==> src/sv/ted_pkg.sv <==
// shared types, codes and byte-class helpers for the text encoding detector
package ted_pkg;

	localparam int COUNT_WIDTH_DEF = 24;
	localparam int OUT_WIDTH = 24;
	localparam int WIN_DEPTH = 4;

	localparam logic [1:0] ENC_UTF8 = 2'd0;
	localparam logic [1:0] ENC_SJIS = 2'd1;
	localparam logic [1:0] ENC_EUC  = 2'd2;

	localparam logic [7:0] BOM_B0 = 8'hEF;
	localparam logic [7:0] BOM_B1 = 8'hBB;
	localparam logic [7:0] BOM_B2 = 8'hBF;

	typedef enum logic [1:0] {
		ST_IDLE,
		ST_PROC,
		ST_DONE
	} ted_state_t;

	typedef struct packed {
		logic load;
		logic step;
		logic flush;
		logic clear;
	} ted_cmd_t;

	typedef struct packed {
		logic empty;
		logic stall;
	} ted_stat_t;

	function automatic logic [7:0] bom_byte(input logic [1:0] pos);
		logic [7:0] b;
		unique case (pos)
			2'd0: b = BOM_B0;
			2'd1: b = BOM_B1;
			default: b = BOM_B2;
		endcase
		return b;
	endfunction

	function automatic logic is_sj_lead(input logic [7:0] b);
		return (b >= 8'h81 && b <= 8'h9F) || (b >= 8'hE0 && b <= 8'hEF);
	endfunction

	function automatic logic is_sj_trail(input logic [7:0] b);
		return (b >= 8'h40 && b <= 8'h7E) || (b >= 8'h80 && b <= 8'hFC);
	endfunction

	function automatic logic is_euc_byte(input logic [7:0] b);
		return b >= 8'hA1 && b <= 8'hFE;
	endfunction

	function automatic logic is_cont(input logic [7:0] b);
		return b[7:6] == 2'b10;
	endfunction

endpackage

==> src/sv/ted_ctrl.sv <==
// sequencer: load a byte, step the decision unit, emit the verdict on the last byte
module ted_ctrl (
	input  logic              clk,
	input  logic              arst_n,
	input  logic              start,
	input  logic              last,
	input  ted_pkg::ted_stat_t stat,
	output ted_pkg::ted_cmd_t  cmd,
	output logic              busy,
	output logic              done
);
	import ted_pkg::*;

	ted_state_t state_q, state_d;
	logic       final_q;

	always_ff @(posedge clk or negedge arst_n) begin
		if (!arst_n) begin
			state_q <= ST_IDLE;
			final_q <= 1'b0;
		end else begin
			state_q <= state_d;
			if (start && !busy) begin
				final_q <= last;
			end
		end
	end

	always_comb begin
		state_d   = state_q;
		cmd       = '0;
		cmd.flush = final_q;
		busy      = 1'b1;
		done      = 1'b0;
		unique case (state_q)
			ST_IDLE: begin
				busy = 1'b0;
				if (start) begin
					cmd.load = 1'b1;
					state_d  = ST_PROC;
				end
			end
			ST_PROC: begin
				if (stat.empty || stat.stall) begin
					state_d = final_q ? ST_DONE : ST_IDLE;
				end else begin
					cmd.step = 1'b1;
				end
			end
			ST_DONE: begin
				done      = 1'b1;
				cmd.clear = 1'b1;
				state_d   = ST_IDLE;
			end
			default: state_d = ST_IDLE;
		endcase
	end

	a_done_after_proc: assert property (@(posedge clk) disable iff (!arst_n)
		done |-> $past(state_q == ST_PROC))
		else $error("result strobe without a finished flush");

	a_done_one_cycle: assert property (@(posedge clk) disable iff (!arst_n)
		done |=> !done && !busy)
		else $error("result strobe longer than one cycle");

	a_accept_goes_proc: assert property (@(posedge clk) disable iff (!arst_n)
		(start && !busy) |=> state_q == ST_PROC)
		else $error("accepted item not processed");

	a_stall_not_final: assert property (@(posedge clk) disable iff (!arst_n)
		(state_q == ST_PROC && final_q) |-> !stat.stall)
		else $error("flush waiting for lookahead");

endmodule

==> src/sv/ted_dpath.sv <==
// window, decision unit, saturating counters and verdict logic
module ted_dpath #(
	parameter int COUNT_WIDTH = ted_pkg::COUNT_WIDTH_DEF
) (
	input  logic                          clk,
	input  logic                          arst_n,
	input  ted_pkg::ted_cmd_t             cmd,
	input  logic [7:0]                    data_byte,
	output ted_pkg::ted_stat_t            stat,
	output logic [1:0]                    encoding,
	output logic                          bom_seen,
	output logic [ted_pkg::OUT_WIDTH-1:0] shiftjis_score,
	output logic [ted_pkg::OUT_WIDTH-1:0] eucjp_score,
	output logic [ted_pkg::OUT_WIDTH-1:0] utf8_valid_bytes,
	output logic [ted_pkg::OUT_WIDTH-1:0] utf8_invalid_count
);
	import ted_pkg::*;

	localparam int NCNT = 4;
	localparam int C_SJ = 0;
	localparam int C_EUC = 1;
	localparam int C_VAL = 2;
	localparam int C_INV = 3;

	logic [7:0]             win_q [WIN_DEPTH];
	logic [2:0]             fill_q;
	logic [1:0]             pos_q;
	logic                   bom_q;
	logic [COUNT_WIDTH-1:0] cnt_q [NCNT];

	// decision on the oldest window position
	logic       stall;
	logic [2:0] take;
	logic [2:0] inc [NCNT];
	logic       sj, euc, pair_ok;
	logic [2:0] len;
	logic       u8_ok, u8_lead;
	logic [7:0] b0;

	always_comb begin
		b0      = win_q[0];
		sj      = is_sj_lead(b0);
		euc     = is_euc_byte(b0);
		u8_lead = b0 >= 8'hC0 && b0 < 8'hF8;
		len     = (b0 < 8'hE0) ? 3'd2 : (b0 < 8'hF0) ? 3'd3 : 3'd4;
		u8_ok   = fill_q >= len && is_cont(win_q[1])
			&& (len < 3'd3 || is_cont(win_q[2]))
			&& (len < 3'd4 || is_cont(win_q[3]));
		pair_ok = fill_q >= 3'd2;
		stall   = 1'b0;
		take    = 3'd1;
		for (int i = 0; i < NCNT; i++) begin
			inc[i] = 3'd0;
		end
		priority if ((sj || euc) && fill_q < 3'd2 && !cmd.flush) begin
			stall = 1'b1;
			take  = 3'd0;
		end else if (sj && pair_ok && is_sj_trail(win_q[1])) begin
			inc[C_SJ] = 3'd2;
			take      = 3'd2;
		end else if (euc && pair_ok && is_euc_byte(win_q[1])) begin
			inc[C_EUC] = 3'd2;
			take       = 3'd2;
		end else if (u8_lead) begin
			if (fill_q < len && !cmd.flush) begin
				stall = 1'b1;
				take  = 3'd0;
			end else if (u8_ok) begin
				inc[C_VAL] = len;
				take       = len;
			end else begin
				inc[C_INV] = 3'd1;
			end
		end else begin
			take = 3'd1;
		end
	end

	assign stat.empty = fill_q == 3'd0;
	assign stat.stall = stall;

	always_ff @(posedge clk or negedge arst_n) begin
		if (!arst_n) begin
			fill_q <= '0;
			pos_q  <= '0;
			bom_q  <= 1'b1;
			for (int i = 0; i < NCNT; i++) begin
				cnt_q[i] <= '0;
			end
		end else if (cmd.clear) begin
			fill_q <= '0;
			pos_q  <= '0;
			bom_q  <= 1'b1;
			for (int i = 0; i < NCNT; i++) begin
				cnt_q[i] <= '0;
			end
		end else if (cmd.load) begin
			fill_q <= fill_q + 3'd1;
			if (pos_q != 2'd3) begin
				pos_q <= pos_q + 2'd1;
				if (data_byte != bom_byte(pos_q)) begin
					bom_q <= 1'b0;
				end
			end
		end else if (cmd.step && !stat.empty && !stall) begin
			fill_q <= fill_q - take;
			for (int i = 0; i < NCNT; i++) begin
				logic [COUNT_WIDTH:0] sum;
				sum = {1'b0, cnt_q[i]} + (COUNT_WIDTH + 1)'(inc[i]);
				cnt_q[i] <= sum[COUNT_WIDTH] ? '1 : sum[COUNT_WIDTH-1:0];
			end
		end
	end

	// window payload, no reset
	always_ff @(posedge clk) begin
		if (cmd.load) begin
			win_q[fill_q[1:0]] <= data_byte;
		end else if (cmd.step && !stat.empty && !stall) begin
			for (int i = 0; i < WIN_DEPTH; i++) begin
				logic [2:0] src;
				src = 3'(i) + take;
				if (src < 3'(WIN_DEPTH)) begin
					win_q[i] <= win_q[src[1:0]];
				end
			end
		end
	end

	logic [OUT_WIDTH-1:0] cnt_out [NCNT];

	for (genvar g = 0; g < NCNT; g++) begin : g_sat
		if (COUNT_WIDTH > OUT_WIDTH) begin : g_wide
			assign cnt_out[g] = (|cnt_q[g][COUNT_WIDTH-1:OUT_WIDTH]) ? '1
				: cnt_q[g][OUT_WIDTH-1:0];
		end else begin : g_narrow
			assign cnt_out[g] = OUT_WIDTH'(cnt_q[g]);
		end
	end

	assign shiftjis_score     = cnt_out[C_SJ];
	assign eucjp_score        = cnt_out[C_EUC];
	assign utf8_valid_bytes   = cnt_out[C_VAL];
	assign utf8_invalid_count = cnt_out[C_INV];
	assign bom_seen           = bom_q && pos_q == 2'd3;

	// verdict compares the full-width counters, not the port values
	always_comb begin
		priority if (bom_seen) begin
			encoding = ENC_UTF8;
		end else if (cnt_q[C_INV] == '0 && cnt_q[C_VAL] != '0) begin
			encoding = ENC_UTF8;
		end else if (cnt_q[C_SJ] > cnt_q[C_EUC]) begin
			encoding = ENC_SJIS;
		end else if (cnt_q[C_EUC] != '0) begin
			encoding = ENC_EUC;
		end else begin
			encoding = ENC_UTF8;
		end
	end

	a_room_on_load: assert property (@(posedge clk) disable iff (!arst_n)
		cmd.load |-> fill_q < 3'(WIN_DEPTH))
		else $error("byte loaded into a full window");

	a_step_shrinks: assert property (@(posedge clk) disable iff (!arst_n)
		(cmd.step && !stat.empty && !stall) |=> fill_q < $past(fill_q))
		else $error("decision step consumed nothing");

	a_clear_empties: assert property (@(posedge clk) disable iff (!arst_n)
		cmd.clear |=> fill_q == 3'd0 && bom_q)
		else $error("state not cleared after result");

endmodule

==> src/sv/text_encoding_detector.sv <==
// top level: classifies a byte stream as UTF-8, Shift-JIS or EUC-JP
// an item is taken in the idle state, then the decision unit resolves the window one
// character (one to four bytes) per step until the window is empty or must wait for more bytes
// on the last byte the window is flushed and the result strobe rises once the flush ends;
// busy stays high while an item is processed, so a new item is taken only after the last is through
// the receiver cannot stall, done lasts exactly one cycle
// arst_n low clears the window fill, bom tracking and all counters
module text_encoding_detector #(
	parameter int COUNT_WIDTH = ted_pkg::COUNT_WIDTH_DEF
) (
	input  logic                          clk,
	input  logic                          arst_n,
	input  logic                          start,
	output logic                          busy,
	input  logic [7:0]                    data_byte,
	input  logic                          last,
	output logic                          done,
	output logic [1:0]                    encoding,
	output logic                          bom_seen,
	output logic [ted_pkg::OUT_WIDTH-1:0] shiftjis_score,
	output logic [ted_pkg::OUT_WIDTH-1:0] eucjp_score,
	output logic [ted_pkg::OUT_WIDTH-1:0] utf8_valid_bytes,
	output logic [ted_pkg::OUT_WIDTH-1:0] utf8_invalid_count
);
	import ted_pkg::*;

	ted_cmd_t  cmd;
	ted_stat_t stat;

	ted_ctrl u_ctrl (
		.clk    (clk),
		.arst_n (arst_n),
		.start  (start),
		.last   (last),
		.stat   (stat),
		.cmd    (cmd),
		.busy   (busy),
		.done   (done)
	);

	ted_dpath #(
		.COUNT_WIDTH (COUNT_WIDTH)
	) u_dpath (
		.clk                (clk),
		.arst_n             (arst_n),
		.cmd                (cmd),
		.data_byte          (data_byte),
		.stat               (stat),
		.encoding           (encoding),
		.bom_seen           (bom_seen),
		.shiftjis_score     (shiftjis_score),
		.eucjp_score        (eucjp_score),
		.utf8_valid_bytes   (utf8_valid_bytes),
		.utf8_invalid_count (utf8_invalid_count)
	);

endmodule
==> config.mk <==
export PLATFORM = sky130hd
export DESIGN_NAME = text_encoding_detector
export DESIGN_NICKNAME = d
export VERILOG_FILES = /design/src/sv/ted_pkg.sv /design/src/sv/ted_ctrl.sv /design/src/sv/ted_dpath.sv /design/src/sv/text_encoding_detector.sv
export SDC_FILE = /design/constraint.sdc
export NUM_CORES = 1
export LEC_CHECK = 0
export BUFFER_PORTS_ARGS = -buffer_cell sky130_fd_sc_hd__buf_4
export CAP_MARGIN = 20
export CORE_ASPECT_RATIO = 1.75
export CORE_MARGIN = 5
export CORE_UTILIZATION = 54
export CTS_CLUSTER_SIZE = 16
export DETAILED_ROUTE_END_ITERATION = 8
export GPL_TIMING_DRIVEN = 0
export PLACE_DENSITY = 0.78
export REMOVE_ABC_BUFFERS = 1
export SYNTH_ARGS = -nofsm -noshare
export SYNTH_HDL_FRONTEND = slang
export SYNTH_SLANG_ARGS = --single-unit
==> constraint.sdc <==
create_clock -name clk -period 4.3 [get_ports clk]
set_input_delay 0.86 -clock clk [delete_from_list [all_inputs] [get_ports clk]]
set_output_delay 0.86 -clock clk [all_outputs]
set_load 0.01 [all_outputs]
* Word-level counts from Yosys, hierarchy flattened *
Memory sizes are Yosys's and may differ from the RTL's.
Cells that the tools add are included.

storage, ports and cells
  flip-flop bits (word level) = 105
  bits in latches = 0
  bits in writable memories = 32
  bits in read-only memories = 0
  input port bits = 12
  output and inout port bits = 101
  logic and storage cells = 188
  memories = 1

memory list
  memory         words  bits a word  read ports  clocked after memory_dff  wr ports  RTL line         source
  u_dpath.win_q  4      8            8           0                         3         ted_dpath.sv:25  logic [7:0] win_q [WIN_DEPTH];

operators by class
  add/subtract/negate cells = 10
  multipliers = 0
  div/mod/pow operators = 0
  order comparisons = 27
  equal/unequal tests = 12
  shift-type cells = 0
  multiplexer cells = 81
  bitwise logic cells = 0
  reduce and logical (&&, ||, !) cells = 48

operators by type and width
  cell                                                                    count
  96-bit 2-to-1 mux                                                       3
  24-bit by 3-bit adder with 25-bit output                                4
  24-bit 2-to-1 mux                                                       4
  8-bit >= comparator (second input constant)                             6
  24-bit nonzero test                                                     2
  8-bit <= comparator (second input constant)                             5
  8-bit 2-to-1 mux                                                        5
  1-bit 2-to-1 mux                                                        36
  3-bit 2-to-1 mux                                                        12
  2-bit 2-to-1 mux                                                        14
  24-bit > comparator                                                     1
  24-bit logical NOT                                                      1
  8-bit < comparator (second input constant)                              3
  1-bit logical AND                                                       22
  6-bit 2-to-1 mux                                                        3
  8-bit OR reduction                                                      2
  3-bit < comparator (second input constant)                              5
  7-bit one-hot mux with 2 select lines                                   1
  11-bit 2-to-1 mux                                                       1
  2-bit == test (second input constant)                                   5
  9-bit 2-to-1 mux                                                        1
  8-bit by 7-bit >= comparator with 1-bit output (second input constant)  1
  8-bit by 7-bit <= comparator with 1-bit output (second input constant)  1
  8-bit != test                                                           1
  21 further kinds                                                        39

* Logic depth before layout (Yosys ltp) *
An unclocked memory read counts as a cell.

  depth after elaboration = 22
  depth in mapped cells = 22
  gate-level depth less buffers = 20

* Hierarchy *
From an unflattened synthesis, not the netlist that was laid out.

unflattened totals
  cell total of the unflattened synthesis = 1051
  area total of the unflattened synthesis = 9565.4 sq um

modules (own cells, without submodules)
  module     instances  cells an instance  area each (sq um)  sequential area each (sq um)
  ted_dpath  1          1036               9391.5             3514.6
  ted_ctrl   1          15                 173.9              75.1

* Worst setup path before layout *
No wires, ideal clock.

  path kind = register to register
  start = memory u_dpath.win_q[0][6]
  end = register u_dpath.fill_q[2]
  library setup time = 129 ps
  data arrival time = 4515 ps
  data required time = 4171 ps
  path slack = -344 ps
  stages on the path, launching flop included = 22
  buffers on the path = 6
  clock period less this slack = 4644 ps
  cells stage by stage = edfxtp_1 -> clkbuf_1 -> and3_1 -> nand2_1 -> ha_1 -> a21o_1 -> a31oi_1 -> or2_2 -> nor3_1 -> o21a_1 -> buf_4 -> buf_4 -> inv_1 -> ha_1 -> clkbuf_1 -> clkbuf_1 -> clkbuf_1 -> nand2_1 -> fa_1 -> nor3b_1 -> a21oi_1 -> o21ai_0

RTL lines
  what                    RTL line          source
  start: declaration      ted_dpath.sv:25
  end signal: assignment  ted_dpath.sv:98   fill_q <= fill_q + 3'd1;
  end signal: assignment  ted_dpath.sv:106  fill_q <= fill_q - take;
  end: declaration        ted_dpath.sv:26   logic [2:0] fill_q;

==> results.py <==
metrics = {
    "yosys": {
        "yosysUniqueCellTypes": 74,
        "yosysSeqAreaShare": 0.388,
        "avgSynthCellArea_um2": 8.73,
        "netlist_area_um2": 9250,
        "synth-edff-count": 32,
        "synth_ff_type": "dfrtp_1",
        "ys_warn_count": 0,
        "syn_inst": 1060,
        "synth-async-reset-ratio": 0.766,
        "synth_seq_cells": 137,
    },
    "final_layout": {
        "area_growth_pct": 21.1,
        "antenna_cells": 0,
        "fillers": 1386,
        "layout_common_cells": "buf_4, nand2_1, dfrtp_1",
        "fin_util": 0.664,
        "layout_commonest_cell": "buf_4",
        "layout.nets": 1223,
        "drive_gt1_frac": 0.189,
    },
    "critical_path": {
        "crit_path_max_fanout": 5,
        "worstSetupPathType": "flop to flop",
        "rrSetupSlack_ns": 0.07,
        "reg2reg_from": "u_dpath.win_q[0][7]",
        "startpoint_type": "flop",
        "cp.arrival_ns": 4.56,
        "critPathCaptureType": "flop",
        "required_ns": 4.63,
        "cp-startpoint": "u_dpath.win_q[0][7]",
    },
    "floorplanning": {
        "die_w_um": 109,
        "die_area_um2": 19900,
        "die_h_um": 183,
        "io_pins": 113,
        "initial_core_util": 0.548,
        "floorplan.rows": 63,
        "core-area_um2": 16900,
    },
    "clock_network": {
        "root_buffer": "clkbuf_16",
        "cts_buffers": 17,
        "clock_latency_ns": 0.43,
        "h-tree-depth": 4,
        "cts.sinks": 137,
        "postCtsHoldBufs": 0,
        "cts_tree": "built",
        "clk_pin_slew_ns": 0.07,
        "cts_buffer_depth": 2,
    },
    "grt": {
        "grt_pass1_wl_um": 46200,
        "grt_pass1_vias": 9001,
        "gr-total-overflow": 0,
        "grt_max_degree": 69,
        "grt_util_all_layers": 0.291,
        "antenna_found_initial": 1,
    },
    "placed_design": {
        "gp_congestion": 0.941,
        "dp_slack_ns": -1.06,
        "dp_hpwl_um": 20100,
        "portBuffers": 112,
    },
    "timing": {
        "setup_ws_ns": 0.0712,
        "max_freq_mhz": 236,
        "tightest_slew_ns": 1.01,
        "finalSetupViolCount": 0,
        "fin_skew_ns": 0.0119,
        "slew_headroom": 0.319,
        "hold_viol_final": 0,
        "rsz0062_at_grt": "yes",
        "maxSlewViolCount": 0,
        "period_needed_ns": 4.23,
        "fin_crit_sh": 0.983,
    },
    "drt": {
        "via_per_inst": 6.54,
        "drc_errors": 0,
        "wl_per_cell_um": 20.7,
        "num_vias": 9184,
        "drtPass1Iterations": 6,
        "wirelength_um": 29000,
        "drt_iter0_markers": 682,
        "antenna_left": 0,
    },
    "power": {
        "powerDensity_nw_per_um2": 768,
        "peakVddDrop_v": 0.000735,
        "p_leak_uw": 0.00498,
    },
    "run_status": {
        "status": "finished, final reports clean",
    },
    "worst_hold_path": {
        "hold_path.class": "primary input to asynchronous set/reset pin",
    },
    "job": {
        "drv_cap": 0,
    },
}
cell usage after synthesis (27+ instances only):
library cell	count	share of area
nor3_1	55	0.030
a21oi_1	66	0.036
mux2i_1	47	0.051
ha_1	44	0.060
o21ai_0	55	0.030
inv_1	51	0.021
clkbuf_1	27	0.011
dfrtp_1	104	0.28
nor2_1	94	0.038
edfxtp_1	32	0.10
nand2_1	117	0.047
nand3_1	56	0.030
logic make-up after synthesis:
group | Yosys count | share of synthesized area
DFF | 137 | 0.388
buffers and inverters | 100 | 0.0488
and+or+nand+nor | 454 | 0.243
adders and majority gates | 47 | 0.0649
muxes | 51 | 0.0576
AOI/OAI and AO/OA | 264 | 0.190
xor gates and xnor gates | 7 | 0.00744
worst max-delay path: stages (launching register included):
cell      delay (ns)
edfxtp_1        0.44
and3_4          0.21
nand2b_1        0.12
inv_1           0.06
ha_1            0.27
nand2b_1        0.09
a31oi_1         0.12
or2_4           0.29
nand2b_4        0.15
nor4_4          0.17
and2_1          0.22
ha_4            0.15
fa_2            0.21
a21o_1          0.14
nand2_1         0.09
or3_4           0.43
or3_4           0.41
buf_4           0.16
o21ai_0         0.07
a21oi_1         0.09
a211oi_1        0.23
per-layer routing:
metal  global-route usage  wire length, µm  part of all wire
met1                0.321            10100              0.35
met4                0.176             2040             0.070
met3               0.0528             1940             0.067
met2                0.509            14900              0.51
met5                    0               13           0.00045
timing repair:
| action | CTS | global route |
|---|---|---|
| setup endpoints to repair | 75 | 60 |
| pin swaps | 3 | 8 |
| cloned | 0 | 1 |
| buffers inserted | 8 | 4 |
| resized for setup | 17 | 22 |
layout make-up:
class	instances	area, µm²	area share
multi-input cells	824	5420	0.484
well taps	227	284	0.0253
flip-flops and latches	137	3590	0.320
repair buffers	134	1130	0.101
clock inverters	13	133	0.0118
clock buffers	18	450	0.0402
inverters	51	195	0.0174
power breakdown:
part / internal (µW) / switching, µW
Combinational: 1960 / 3010
Sequential: 1800 / 360
Clock: 843 / 629
final timing paths:
| path | endpoint | cells after the start |
|---|---|---|
| worst max-delay path | u_dpath.utf8_valid_bytes[21] | 20 |
| worst min-delay path | u_dpath.eucjp_score[11] | 1 |
| worst max register to register | u_dpath.utf8_valid_bytes[21] | 20 |
| worst min register to register | u_dpath.bom_q | 2 |
| max in group asynchronous | u_dpath.utf8_valid_bytes[10] | 2 |
| min in group clk | u_dpath.bom_q | 2 |
flip-flops by register name (all words and copies together), names as in the netlist:
signal and cells:
u_dpath.win_q 32, u_dpath.eucjp_score 24, u_dpath.shiftjis_score 24, u_dpath.utf8_invalid_count 24
u_dpath.utf8_valid_bytes 24, u_dpath.fill_q 3, u_ctrl.state_q 2, u_dpath.pos_q 2
u_ctrl.final_q 1, u_dpath.bom_q 1
stage by stage:
stage / total power, µW / setup TNS, ns / hold slack [ns] / instances / instance area, µm²
floorplan: 5110 / -14.48 / 0.436 / 1011 / 8990
global placement: 6250 / -123.15 / 0.448 / 1350 / 10100
detailed placement: 6660 / -43.05 / 0.451 / 1360 / 10300
CTS: 8260 / 0 / 0.419 / 1399 / 11100
global route: 9070 / -1.00 / 0.432 / 1404 / 11200
finish: 8600 / 0 / 0.398 / 1404 / 11200
No activity file was read; power rests on OpenSTA's default activity.
